===== src/rtl/fpd_pkg.sv =====
// fpd_pkg: shared types and constants of the framed packet deframer
`timescale 1ns / 1ps
package fpd_pkg;

   localparam int DATA_W          = 8;
   localparam int LEN_W           = 6;
   localparam int IDX_W           = 5;
   localparam int CSR_IDX_W       = 2;
   localparam int MAX_PAYLOAD_DEF = 32;

   localparam logic [DATA_W-1:0] START_BYTE_RESET = 8'd2;
   localparam logic [DATA_W-1:0] END_BYTE_RESET   = 8'd3;

   localparam logic [CSR_IDX_W-1:0] CSR_START_BYTE = 2'd0;
   localparam logic [CSR_IDX_W-1:0] CSR_END_BYTE   = 2'd1;

   typedef enum logic [2:0] {
      PH_HUNT,
      PH_TYPE,
      PH_LEN,
      PH_DATA,
      PH_CKS,
      PH_END,
      PH_EMIT_RD,
      PH_EMIT_LD
   } phase_type;

endpackage


===== src/rtl/fpd_ram.sv =====
// fpd_ram: generic single write port, single read port ram with registered read
`timescale 1ns / 1ps
module fpd_ram #(
   parameter int WIDTH = 8,
   parameter int DEPTH = 32,
   parameter int AW    = (DEPTH > 1) ? $clog2(DEPTH) : 1
) (
   input  logic             clock,
   input  logic             wr_en,
   input  logic [AW-1:0]    wr_addr,
   input  logic [WIDTH-1:0] wr_data,
   input  logic [AW-1:0]    rd_addr,
   output logic [WIDTH-1:0] rd_data
);

   logic [WIDTH-1:0] mem_ff [DEPTH];
   logic [WIDTH-1:0] rd_data_ff;

   always_ff @(posedge clock) begin
      if (wr_en) begin
         mem_ff[wr_addr] <= wr_data;
      end
      rd_data_ff <= mem_ff[rd_addr];
   end

   assign rd_data = rd_data_ff;

endmodule


===== src/rtl/framed_packet_deframer_unit.sv =====
// framed_packet_deframer_unit: start/end framed, length prefixed, sum8 checked frame parser
`timescale 1ns / 1ps
// Takes one received byte per request and hunts for the start byte, then reads a type byte,
// a length byte, the payload, a checksum byte (sum of the payload modulo 256) and the end
// byte. While a frame is parsed one request is taken every cycle; payload bytes go into a
// ram of MAX_PAYLOAD bytes. When the end byte closes a frame whose checksum and end byte
// match, req_stall rises and the frame is read back from that ram as one response per
// payload byte (or one empty-payload response for a zero length frame). Each response
// passes a ram read state (PH_EMIT_RD) and then an output load state (PH_EMIT_LD), which
// waits while rsp_stall holds the output; requests stay stalled after the end byte until
// the last response of the frame is loaded. Bad frames and lengths above MAX_PAYLOAD are
// dropped without responses. csr writes are always ready.
module framed_packet_deframer_unit #(
   parameter int MAX_PAYLOAD = fpd_pkg::MAX_PAYLOAD_DEF
) (
   input  logic                          clock,
   input  logic                          reset,
   input  logic                          req_valid,
   output logic                          req_stall,
   input  logic [fpd_pkg::DATA_W-1:0]    req_rx_byte,
   output logic                          rsp_valid,
   input  logic                          rsp_stall,
   output logic [fpd_pkg::DATA_W-1:0]    rsp_pkt_type,
   output logic [fpd_pkg::LEN_W-1:0]     rsp_pkt_len,
   output logic [fpd_pkg::IDX_W-1:0]     rsp_byte_index,
   output logic [fpd_pkg::DATA_W-1:0]    rsp_data_byte,
   output logic                          rsp_empty_payload,
   output logic                          rsp_last,
   input  logic                          csr_valid,
   output logic                          csr_ready,
   input  logic [fpd_pkg::CSR_IDX_W-1:0] csr_index,
   input  logic [fpd_pkg::DATA_W-1:0]    csr_data
);
   import fpd_pkg::*;

   localparam int AW = (MAX_PAYLOAD > 1) ? $clog2(MAX_PAYLOAD) : 1;
   localparam logic [DATA_W-1:0] MAX_LEN = DATA_W'(MAX_PAYLOAD);

   phase_type         phase_ff, phase_in;
   logic [DATA_W-1:0] start_byte_ff, end_byte_ff;
   logic [LEN_W-1:0]  count_ff, count_in;
   logic [DATA_W-1:0] type_ff, type_in;
   logic [LEN_W-1:0]  length_ff, length_in;
   logic [DATA_W-1:0] sum_ff, sum_in;
   logic [DATA_W-1:0] cks_ff, cks_in;
   logic [LEN_W-1:0]  idx_ff, idx_in;

   logic              out_valid_ff, out_valid_in;
   logic [DATA_W-1:0] out_type_ff, out_type_in;
   logic [LEN_W-1:0]  out_len_ff, out_len_in;
   logic [IDX_W-1:0]  out_idx_ff, out_idx_in;
   logic [DATA_W-1:0] out_data_ff, out_data_in;
   logic              out_empty_ff, out_empty_in;
   logic              out_last_ff, out_last_in;

   logic              req_take;
   logic              out_free;
   logic              ram_wr_en;
   logic [DATA_W-1:0] ram_rd_data;
   logic [LEN_W-1:0]  count_next;
   logic [LEN_W-1:0]  idx_next;

   // payload store
   fpd_ram #(
      .WIDTH (DATA_W),
      .DEPTH (MAX_PAYLOAD)
   ) u_payload_ram (
      .clock   (clock),
      .wr_en   (ram_wr_en),
      .wr_addr (count_ff[AW-1:0]),
      .wr_data (req_rx_byte),
      .rd_addr (idx_ff[AW-1:0]),
      .rd_data (ram_rd_data)
   );

   assign req_stall = (phase_ff == PH_EMIT_RD) || (phase_ff == PH_EMIT_LD);
   assign req_take  = req_valid && !req_stall;
   assign out_free  = !out_valid_ff || !rsp_stall;
   assign ram_wr_en = req_take && (phase_ff == PH_DATA);
   assign count_next = count_ff + LEN_W'(1);
   assign idx_next   = idx_ff + LEN_W'(1);

   assign csr_ready = 1'b1;

   always_ff @(posedge clock) begin
      if (reset) begin
         start_byte_ff <= START_BYTE_RESET;
         end_byte_ff   <= END_BYTE_RESET;
      end else if (csr_valid && csr_ready) begin
         case (csr_index)
            CSR_START_BYTE: start_byte_ff <= csr_data;
            CSR_END_BYTE:   end_byte_ff   <= csr_data;
            default: ;
         endcase
      end
   end

   always_ff @(posedge clock) begin
      if (reset) begin
         phase_ff     <= PH_HUNT;
         count_ff     <= '0;
         type_ff      <= '0;
         length_ff    <= '0;
         sum_ff       <= '0;
         cks_ff       <= '0;
         idx_ff       <= '0;
         out_valid_ff <= 1'b0;
      end else begin
         phase_ff     <= phase_in;
         count_ff     <= count_in;
         type_ff      <= type_in;
         length_ff    <= length_in;
         sum_ff       <= sum_in;
         cks_ff       <= cks_in;
         idx_ff       <= idx_in;
         out_valid_ff <= out_valid_in;
      end
   end

   always_ff @(posedge clock) begin
      out_type_ff  <= out_type_in;
      out_len_ff   <= out_len_in;
      out_idx_ff   <= out_idx_in;
      out_data_ff  <= out_data_in;
      out_empty_ff <= out_empty_in;
      out_last_ff  <= out_last_in;
   end

   always_comb begin
      phase_in     = phase_ff;
      count_in     = count_ff;
      type_in      = type_ff;
      length_in    = length_ff;
      sum_in       = sum_ff;
      cks_in       = cks_ff;
      idx_in       = idx_ff;
      out_valid_in = out_valid_ff && rsp_stall;
      out_type_in  = out_type_ff;
      out_len_in   = out_len_ff;
      out_idx_in   = out_idx_ff;
      out_data_in  = out_data_ff;
      out_empty_in = out_empty_ff;
      out_last_in  = out_last_ff;

      case (phase_ff)
         PH_HUNT: begin
            if (req_take && (req_rx_byte == start_byte_ff)) begin
               phase_in = PH_TYPE;
               count_in = '0;
               sum_in   = '0;
            end
         end
         PH_TYPE: begin
            if (req_take) begin
               type_in  = req_rx_byte;
               phase_in = PH_LEN;
            end
         end
         PH_LEN: begin
            if (req_take) begin
               if (req_rx_byte > MAX_LEN) begin
                  phase_in = PH_HUNT;
               end else begin
                  length_in = req_rx_byte[LEN_W-1:0];
                  count_in  = '0;
                  sum_in    = '0;
                  phase_in  = (req_rx_byte == '0) ? PH_CKS : PH_DATA;
               end
            end
         end
         PH_DATA: begin
            if (req_take) begin
               sum_in   = sum_ff + req_rx_byte;
               count_in = count_next;
               if (count_next >= length_ff) begin
                  phase_in = PH_CKS;
               end
            end
         end
         PH_CKS: begin
            if (req_take) begin
               cks_in   = req_rx_byte;
               phase_in = PH_END;
            end
         end
         PH_END: begin
            if (req_take) begin
               idx_in = '0;
               if ((cks_ff == sum_ff) && (req_rx_byte == end_byte_ff)) begin
                  phase_in = PH_EMIT_RD;
               end else begin
                  phase_in = PH_HUNT;
               end
            end
         end
         PH_EMIT_RD: begin
            // ram read of idx_ff in flight
            phase_in = PH_EMIT_LD;
         end
         PH_EMIT_LD: begin
            if (out_free) begin
               out_valid_in = 1'b1;
               out_type_in  = type_ff;
               out_len_in   = length_ff;
               out_idx_in   = idx_ff[IDX_W-1:0];
               if (length_ff == '0) begin
                  out_data_in  = '0;
                  out_empty_in = 1'b1;
                  out_last_in  = 1'b1;
               end else begin
                  out_data_in  = ram_rd_data;
                  out_empty_in = 1'b0;
                  out_last_in  = (idx_next == length_ff);
               end
               if ((length_ff == '0) || (idx_next == length_ff)) begin
                  phase_in = PH_HUNT;
               end else begin
                  idx_in   = idx_next;
                  phase_in = PH_EMIT_RD;
               end
            end
         end
         default: begin
            phase_in = PH_HUNT;
         end
      endcase
   end

   assign rsp_valid         = out_valid_ff;
   assign rsp_pkt_type      = out_type_ff;
   assign rsp_pkt_len       = out_len_ff;
   assign rsp_byte_index    = out_idx_ff;
   assign rsp_data_byte     = out_data_ff;
   assign rsp_empty_payload = out_empty_ff;
   assign rsp_last          = out_last_ff;

endmodule

===== config.mk =====
export PLATFORM = sky130hd
export DESIGN_NAME = framed_packet_deframer_unit
export DESIGN_NICKNAME = d
export VERILOG_FILES = /design/src/rtl/fpd_pkg.sv /design/src/rtl/fpd_ram.sv /design/src/rtl/framed_packet_deframer_unit.sv
export SDC_FILE = /design/constraint.sdc
export NUM_CORES = 1
export LEC_CHECK = 0
export ABC_CLOCK_PERIOD_IN_PS = 9000
export BUFFER_PORTS_ARGS = -buffer_cell sky130_fd_sc_hd__buf_2
export CORE_MARGIN = 3
export CORE_UTILIZATION = 30
export CTS_CLUSTER_DIAMETER = 30
export DETAILED_ROUTE_END_ITERATION = 8
export GPL_TIMING_DRIVEN = 1
export PLACE_DENSITY_LB_ADDON = 0.1
export SETUP_SLACK_MARGIN = 0.5
export SLEW_MARGIN = 20
export SYNTH_ARGS = -nofsm -noshare
export SYNTH_HDL_FRONTEND = slang
export SYNTH_SLANG_ARGS = --single-unit
export TNS_END_PERCENT = 30

===== constraint.sdc =====
create_clock -name clock -period 9 [get_ports clock]
set_input_delay 1.8 -clock clock [delete_from_list [all_inputs] [get_ports clock]]
set_output_delay 1.8 -clock clock [all_outputs]
set_load 0.05 [all_outputs]

=== Word level (Yosys, flattened, before mapping) ===
Memory sizes are Yosys's and may differ from the RTL's. A register that Yosys moved wholly into a read port is not among the register bits.
Cells that the tools add are included.
W data, S select, Z words.

* Bits in writable memories: 256
* Bits of input ports: 23
* Register bits: 91
* Memories: 1
* Word-level logic and storage cells: 103
* Output and inout port bits: 32

* Order comparisons: 2
* Mux-type cells: 32
* Equality and inequality tests: 22
* Bitwise gates (word level): 1
* Reduce and logical (&&, ||, !) cells: 26
* $add $sub $neg: 3

{| class="wikitable"
|+ Memory list
! name !! depth !! bits a word !! read ports !! clocked after Yosys merged registers in !! write ports !! RTL line !! source
|-
| u_payload_ram.mem_ff || 32 || 8 || 1 || 1 || 1 || fpd_ram.sv:16 || <nowiki>logic [WIDTH-1:0] mem_ff [DEPTH];</nowiki>
|}

{| class="wikitable"
|+ Operator list
! kind !! count
|-
| $mux W6 || 7
|-
| $mux W3 || 12
|-
| $mux W8 || 4
|-
| $eq A8 B8 Y1 || 3
|-
| $pmux W3 S8 || 1
|-
| $pmux W8 S3 || 1
|-
| $ne A2 B2 Y1 const B || 9
|-
| $pmux W6 S3 || 1
|-
| $add A6 B1 Y6 const B || 2
|-
| $eq A3 B3 Y1 const B || 4
|-
| $pmux W6 S2 || 1
|-
| $reduce_and A2 Y1 || 5
|-
| $add A8 B8 Y8 || 1
|-
| $gt A8 B6 Y1 const B || 1
|-
| $logic_not A8 Y1 || 1
|-
| $reduce_and A8 Y1 || 1
|-
| $eq A3 B2 Y1 const B || 2
|-
| $eq A6 B6 Y1 || 1
|-
| $ge A6 B6 Y1 || 1
|-
| $logic_not A6 Y1 || 1
|-
| $logic_and A1 B1 Y1 || 5
|-
| $mux W1 || 5
|-
| $reduce_and A5 Y1 || 1
|-
| $reduce_and A4 Y1 || 1
|-
| other kinds (11) || 15
|}

=== Depth between registers and ports, before layout ===
Gate-level depths: netlist of the first run.

* Depth after elaboration: 7
* Gate-level depth with buffers: 10
* Depth with buffers taken out: 10

=== Modules after synthesis ===
Synthesis of the first run repeated with hierarchy kept, for this count alone.

* Cell total of the unflattened synthesis: 853
* Area, all modules: 14397.6 µm²

{| class="wikitable"
|+ Modules (own cells, without submodules)
! module !! cells each !! area an instance (µm²) !! sequential area each (µm²) !! instances
|-
| fpd_ram || 417 || 10053.4 || 7847.5 || 1
|-
| framed_packet_deframer_unit || 436 || 4344.2 || 2112.0 || 1
|}

=== Worst setup path before layout of the first run ===
OpenSTA, ideal clock, no wires.

* Path type: in2reg
* Start: input rsp_stall
* End: register idx_ff[4]
* Arrival: 4.349 ns
* Setup slack: 4.582 ns
* Buffers on the path: 0
* Stages on the path: 5
* Setup time: 0.069 ns
* Data required time: 8.931 ns
* Cells stage by stage: a21oi_1 > nand2_1 > or3b_1 > or3_1 > o21ai_1

* Word-level cells in the longest chain between the ends: 4

{| class="wikitable"
|+ Ends and longest elaborated chain
! element !! RTL line !! source
|-
| start: declaration || framed_packet_deframer_unit.sv:22 || <nowiki>input logic rsp_stall,</nowiki>
|-
| $logic_not A1 Y1 || framed_packet_deframer_unit.sv:78 || <nowiki>assign out_free = !out_valid_ff || !rsp_stall;</nowiki>
|-
| $logic_or A1 B1 Y1 || framed_packet_deframer_unit.sv:78 ||
|-
| $ne A2 B2 Y1 (no line) || n/a ||
|-
| $reduce_and A4 Y1 (no line) || n/a ||
|-
| end signal: assignment || framed_packet_deframer_unit.sv:115 || <nowiki>idx_ff <= idx_in;</nowiki>
|-
| end: declaration || framed_packet_deframer_unit.sv:46 || <nowiki>logic [LEN_W-1:0] idx_ff, idx_in;</nowiki>
|}

Every way passes these cells.
A chain may end at the register's enable or synchronous reset.

=== Worst setup path after layout of the first run ===
* Start: input req_rx_byte[4] in the netlist's numbering
* End: register sum_ff[5]

* Word-level cells in the longest chain between the ends: 4
* Elaborated cells between the ends (all ways): 9
* Those cells by class: add/sub: 1; order compare: 1; eq/ne: 3; mux: 2; reduce/logical: 2

{| class="wikitable"
|+ Ends and longest elaborated chain
! element !! RTL line !! source
|-
| start: declaration || framed_packet_deframer_unit.sv:20 || <nowiki>input logic [fpd_pkg::DATA_W-1:0] req_rx_byte,</nowiki>
|-
| branches (longest 4 deep; another with $add A8 B8 Y8) || n/a ||
|-
| end signal: assignment || framed_packet_deframer_unit.sv:113 || <nowiki>sum_ff <= sum_in;</nowiki>
|-
| end: declaration || framed_packet_deframer_unit.sv:44 || <nowiki>logic [DATA_W-1:0] sum_ff, sum_in;</nowiki>
|}

Several ways; the timed one is not identified. The select of a mux whose other input is x is not followed.

==> impl_metrics.env, run 1 <==
export IMPL_synth_top_area_share=0.590
export IMPL_p_leak_nw=6.18
export IMPL_critPathKind="input pin to flip-flop"
export IMPL_pwr_share_seq=0.357
export IMPL_seq_area_frac_synth=0.687
export IMPL_slowest_stage="or4_1"
export IMPL_drtAntennaViolNets=0
export IMPL_ir_drop_mv=0.147
export IMPL_start_util=0.308
export IMPL_grt_usage=0.146
export IMPL_yosysWarnings=0
export IMPL_synth_most_common_cell="edfxtp_1"
export IMPL_syn_num_nets=913
export IMPL_cts_tree="yes"
export IMPL_drtIter0Drc=543
export IMPL_top_level_ports=55
export IMPL_synth_edf_count=285
export IMPL_postCtsResizedCells=0
export IMPL_via_per_inst=4.74
export IMPL_worstPathCellList="buf_2, xnor2_1, nand3_1, o31a_1, or4_1, a22oi_1, nor2_1"
export IMPL_max_stage_delay_ns=0.84
export IMPL_netlist_top_cells_count="edfxtp_1, nor2_1, mux4_2"
export IMPL_die_area_um2=51000
export IMPL_design_power_total_mw=5.05
export IMPL_syn2layout_area_growth_pct=26.7
export IMPL_clockBufferDepth=3
export IMPL_synthTopCellsByArea="edfxtp_1, mux4_2, dfxtp_1, mux2i_1, nor2_1"
export IMPL_syn_area_per_cell_um2=16.7
export IMPL_critical_path_startpoint="req_rx_byte[4]"
export IMPL_cts_sinks=355
export IMPL_fmax_mhz=258
export IMPL_crit_required_ns=9.44
export IMPL_drive_gt1_frac=0.287
export IMPL_crit_fanout=39
export IMPL_fin_nets=1015
export IMPL_fin_crit_sh=0.430
export IMPL_status="finished clean"
export IMPL_timing_slew_headroom=0.296
export IMPL_yosys_area_top_type="edfxtp_1"
export IMPL_hold_path_class="flip-flop to flip-flop"
export IMPL_regArea_um2=9970
export IMPL_cp_arrival_ns=4.31
export IMPL_dpl_cell_area_um2=15400
export IMPL_start_kind="input pin"
export IMPL_fp_dieH_um=226
export IMPL_cts_made_buffers=83
export IMPL_clock_latency_ns=0.60
export IMPL_internal_power_mw=3.99
export IMPL_muxShareOfSynthArea=0.151
export IMPL_finalClockSkew_ns=0.0217
export IMPL_switchingPower_mw=1.06
export IMPL_hold_violations=0
export IMPL_nFillCells=4338
export IMPL_synth_compound_area_frac=0.0317
export IMPL_r2r_start="phase_ff[1]$_SDFFE_PP0P_"
export IMPL_clk_pin_slew_ns=0.04
export IMPL_hold_buffers=0
export IMPL_clock_root_buffer="clkbuf_16"
export IMPL_end_kind="flip-flop"
export IMPL_routed_wl_um=35900
export IMPL_worst_pin_slew_ns=1.05
export IMPL_rows=79
export IMPL_setup_viol=0
export IMPL_p_comb_frac=0.028
export IMPL_rsz0062_at_grt="no"
export IMPL_overflow=0
export IMPL_final_cell_area_um2=18400
export IMPL_drc=0
export IMPL_post_cts_buffers=0
export IMPL_syn_cell_area_um2=14500
export IMPL_grt_pass1_wl_um=54800
export IMPL_avgRoutedWirePerCell_um=21.8
export IMPL_htreeDepth=3
export IMPL_gp_congestion=0.686
export IMPL_first_global_vias=8375
export IMPL_slew_violations=0
export IMPL_use_met2=0.223
export IMPL_synthXorXnorAreaFrac=0.0257
export IMPL_insertedDiodeCount=0
export IMPL_drt_pre_antenna_iters=5
export IMPL_synth_fa_ha_area_frac=0.0169
export IMPL_top_usage_layer="met2"
export IMPL_ys_types=61
export IMPL_grtUsageMet1=0.206
export IMPL_min_delay_start="type_ff[0]$_SDFFE_PP0P_"
export IMPL_period_needed_ns=3.87
export IMPL_async_reset_ff_frac=0
export IMPL_grt_max_degree=58
export IMPL_fp_dieW_um=226
export IMPL_io_buffers=53
export IMPL_clkPwrFrac=0.615
export IMPL_synth_cells=871
export IMPL_power_density_nw_per_um2=275
export IMPL_antenna_found_initial=1
export IMPL_synth_simple_gate_area_frac=0.0693
export IMPL_multi_input_comb_area_um2=4280
export IMPL_synth_flop_cell="edfxtp_1"
export IMPL_dp_hpwl_um=22000
export IMPL_grt_use_met3=0.0382
export IMPL_synth_seq_cells=355
export IMPL_tns_ns=0
export IMPL_synth_top_family_by_area="multiplexers"
export IMPL_maxCapViolations=0
export IMPL_num_vias=7814
export IMPL_swShare=0.210
export IMPL_core_um2=47100
==> cell families (layout without fill, tap and decap cells) <==
group / count (synthesis) / after routing
muxes: 118 / 118
AOI/OAI and AO/OA: 58 / 58
and+or+nand+nor: 215 / 215
adders and majority gates: 19 / 19
DFF: 355 / 355
xor gates and xnor gates: 41 / 41
other: 1 / 1
buffers and inverters: 64 / 234
==> stage by stage <==
stage                     hold slack, ns  worst slack [ns]  instances  utilization
after global placement             0.416              4.55       1495        0.327
after detailed placement           0.422              4.51       1495        0.327
after global routing               0.452              4.99       1648        0.390
after CTS                          0.437              5.09       1648        0.390
final                              0.431              5.13       1648        0.390
after floorplan                    0.408              4.58        871            -
==> final timing paths <==
kind / to / slack, ns / cells after the start
min: rsp_pkt_type[0]$_DFFE_PP_ / 0.43 / 0
min reg2reg: rsp_pkt_type[0]$_DFFE_PP_ / 0.43 / 0
max: sum_ff[5]$_SDFFE_PP0P_ / 5.13 / 7
max reg2reg: u_payload_ram.mem_ff[27][3]$_DFFE_PP_ / 5.56 / 4
==> flip-flops by register name, summed over array words and instances (netlist names) <==
register	count
rsp_last	1
length_ff	6
rsp_byte_index	5
rsp_pkt_type	8
u_payload_ram.mem_ff	256
type_ff	8
u_payload_ram.rd_data	8
rsp_data_byte	8
cks_ff	8
rsp_empty_payload	1
idx_ff	6
rsp_pkt_len	6
count_ff	6
phase_ff	3
start_byte_ff	8
end_byte_ff	8
rsp_valid	1
sum_ff	8
==> power groups by stage <==
| stage | sequential, mW | clock, mW | combinational, mW |
|---|---|---|---|
| 5_1_grt | 1.80 | 3.26 | 0.160 |
| 6_report | 1.80 | 3.11 | 0.142 |
| 2_1_floorplan | 1.82 | 0 | 0.105 |
| 3_3_place_gp | 1.83 | 0 | 0.145 |
| 4_1_cts | 1.80 | 3.16 | 0.145 |
| 3_5_place_dp | 1.83 | 0 | 0.145 |
==> per-layer routing <==
| layer | routed length [um] | up-vias |
|---|---|---|
| li1 | - | 3617 |
| met1 | 17100 | 3995 |
| met2 | 16700 | 139 |
| met3 | 1490 | 63 |
| met4 | 661 | 0 |
| met5 | 0 | - |
==> layout make-up <==
type | instances | share of cell area
repair buffers | 65 | 0.0193
inverters | 16 | 0.00327
well taps | 607 | 0.0413
flip-flops and latches | 355 | 0.542
multi-input cells | 452 | 0.233
clock buffers | 99 | 0.123
clock inverters | 54 | 0.0381
==> cells in the final DEF (no fill, tap or decap), types with 4 or more instances in the layout <==
master,netlist,routed
a21oi_1,12,11
a22oi_2,7,7
and2_1,8,8
buf_2,13,53
buf_4,3,12
bufinv_16,0,13
clkbuf_1,27,6
clkbuf_16,0,85
clkbuf_8,0,8
clkinv_1,0,13
clkinv_2,0,10
clkinvlp_4,0,10
dfxtp_1,70,68
edfxtp_1,285,285
ha_1,18,18
inv_1,16,16
mux2i_1,37,37
mux4_2,80,80
nand2_1,42,42
nand2b_1,5,5
nand3_1,14,14
nand3b_1,7,7
nand4_1,4,4
nor2_1,97,97
nor3_1,9,9
nor4_1,6,6
o21ai_0,6,6
or3_1,4,4
xnor2_1,17,17
xor2_1,23,23
==> critical path: cells and delay by family <==
family	cells	cell delay, ns
and+or+nand+nor	3	1.00
xor gates and xnor gates	1	0.20
buffers and inverters	1	0.66
AOI/OAI and AO/OA	2	0.63
(Power assumes the default switching activity.)
==> run 2: changes to the inputs <==
Settings changed: ABC_CLOCK_PERIOD_IN_PS 9000 to 3400.
Clock period 9 ns to 3.4 ns, I/O delays scaled along.
==> run 2 against run 1 <==
Register-to-register slack got worse by 4.8 ns. Die area unchanged. Core utilization increased by 0.83 points. Non-clock buffer count increased by 48. Critical endpoint is now phase_ff[0]$_SDFFE_PP0P_. Largest power group unchanged.
==> impl_metrics.env, run 2 (synthesis gave the netlist of run 1 again) <==
export IMPL_slew_violations=0
export IMPL_nFillCells=4338
export IMPL_drt_pre_antenna_iters=5
export IMPL_grt_max_degree=50
export IMPL_start_util=0.308
export IMPL_hold_path_class="input pin to flip-flop"
export IMPL_insertedDiodeCount=0
export IMPL_first_global_vias=8486
export IMPL_routed_wl_um=37600
export IMPL_r2r_start="count_ff[2]$_SDFFE_PP0P_"
export IMPL_clk_pin_slew_ns=0.04
export IMPL_grt_usage=0.151
export IMPL_grt_pass1_wl_um=55900
export IMPL_postCtsResizedCells=0
export IMPL_post_cts_buffers=0
export IMPL_fmax_mhz=379
export IMPL_io_buffers=53
export IMPL_fin_crit_sh=0.777
export IMPL_hold_violations=0
export IMPL_drtAntennaViolNets=0
export IMPL_final_core_util=0.398
export IMPL_crit_fanout=12
export IMPL_period_needed_ns=2.64
export IMPL_status="finished clean"
export IMPL_critPathKind="flip-flop to flip-flop"
export IMPL_final_common_cell="edfxtp_1"
export IMPL_hold_buffers=0
export IMPL_crit_required_ns=3.84
export IMPL_cts_tree="yes"
export IMPL_p_leak_nw=6.46
export IMPL_drc=0
export IMPL_cts_sinks=355
export IMPL_start_kind="flip-flop"
export IMPL_clock_latency_ns=0.60
export IMPL_num_vias=8047
export IMPL_overflow=0
export IMPL_end_kind="flip-flop"
export IMPL_rows=79
export IMPL_cp_arrival_ns=3.08
export IMPL_rsz0062_at_grt="no"
export IMPL_drtIter0Drc=531
export IMPL_setup_viol=0
export IMPL_clockBufferDepth=3
export IMPL_power_density_nw_per_um2=717
export IMPL_fp_dieH_um=226
export IMPL_finalClockSkew_ns=0.0171
export IMPL_clock_root_buffer="clkbuf_16"
export IMPL_cts_made_buffers=84
export IMPL_min_delay_start="csr_data[1]"
export IMPL_crit_buf_inv=0
export IMPL_top_level_ports=55
export IMPL_die_area_um2=51000
export IMPL_fin_nets=1064
export IMPL_final_cell_mix="edfxtp_1, nor2_1, clkbuf_16, mux4_2, dfxtp_1"
export IMPL_regMostFlops="u_payload_ram.mem_ff"
export IMPL_largest_register_ffs=256
export IMPL_slowest_stage="dfxtp_2"
export IMPL_drive_gt1_frac=0.320
export IMPL_gp_congestion=0.751
export IMPL_max_stage_delay_ns=0.47
export IMPL_ir_drop_mv=0.367
export IMPL_htreeDepth=3
export IMPL_via_per_inst=4.74
export IMPL_maxCapViolations=0
export IMPL_antenna_found_initial=6
export IMPL_dp_hpwl_um=23800
export IMPL_holdWs_ns=0.311
export IMPL_fp_dieW_um=226
export IMPL_core_um2=47100
export IMPL_worst_pin_slew_ns=0.755
export IMPL_critical_path_startpoint="count_ff[2]$_SDFFE_PP0P_"
export IMPL_tns_ns=0
export IMPL_worstPathCellList="and3_1, nand3_1, xnor2_1, ha_1, nand2b_1, o22ai_1, a221o_1, nor3_1, mux2i_1, nor2_1"
export IMPL_avgRoutedWirePerCell_um=22.1
export IMPL_crit_family="simple AND/OR/NAND/NOR gates"
export IMPL_timing_slew_headroom=0.496
export IMPL_syn2layout_area_growth_pct=29.4
## run 2: cell types whose count changed in the layout (fill, tap and decap cells not counted), sizes merged
cell      delta
buf         +48
inv          -1
bufinv       +2
clkinv       +3
clkinvlp     -4
clkbuf       +2
## run 2: per-stage QoR
stage,worst slack [ns],cells,power [mW],cell area [um2]
after floorplan,0.754,871,5.09,14500
after global placement,0.400,1543,5.25,15800
after detailed placement,0.335,1543,5.25,15800
after CTS,0.565,1698,13.7,18800
after global routing,0.533,1698,13.9,18800
final,0.759,1698,13.5,18800
## run 2: where the power goes
part	switching, mW	total (mW)	internal [mW]
clock network	2.47	8.28	5.81
logic	0.278	0.412	0.134
registers	0.0382	4.77	4.73
## run 2: routing by layer
| layer | wire (um) | global-route usage | part of all wire | vias to the layer above |
|---|---|---|---|---|
| met2 | 18100 | 0.240 | 0.48 | 175 |
| met1 | 16900 | 0.201 | 0.45 | 4087 |
| li1 | - | - | - | 3711 |
| met3 | 1710 | 0.0424 | 0.045 | 70 |
| met5 | 25 | 0 | 0.00067 | - |
| met4 | 803 | 0.0484 | 0.021 | 4 |
## run 2: worst register-to-register path, cell delays in order (launching register included)
cell,delay (ns)
dfxtp_2,0.47
and3_1,0.24
nand3_1,0.11
xnor2_1,0.20
ha_1,0.28
nand2b_1,0.09
o22ai_1,0.07
a221o_1,0.35
nor3_1,0.37
mux2i_1,0.26
nor2_1,0.06
## run 2: cell type report
class | instances | area [um2] | share of cell area
multi-input cells | 452 | 4280 | 0.228
well taps | 607 | 759 | 0.0405
clock inverters | 54 | 738 | 0.0393
inverters | 16 | 60.1 | 0.00320
repair buffers | 113 | 728 | 0.0388
clock buffers | 101 | 2240 | 0.119
flip-flops and latches | 355 | 9970 | 0.531
## run 2: worst paths after layout
kind	end	slack, ns	cells after the start
worst max register to register	phase_ff[0]$_SDFFE_PP0P_	0.76	10
worst min-delay path	start_byte_ff[1]$_SDFFE_PP1P_	0.31	2
worst max-delay path	phase_ff[0]$_SDFFE_PP0P_	0.76	10
worst min register to register	rsp_pkt_type[6]$_DFFE_PP_	0.42	0
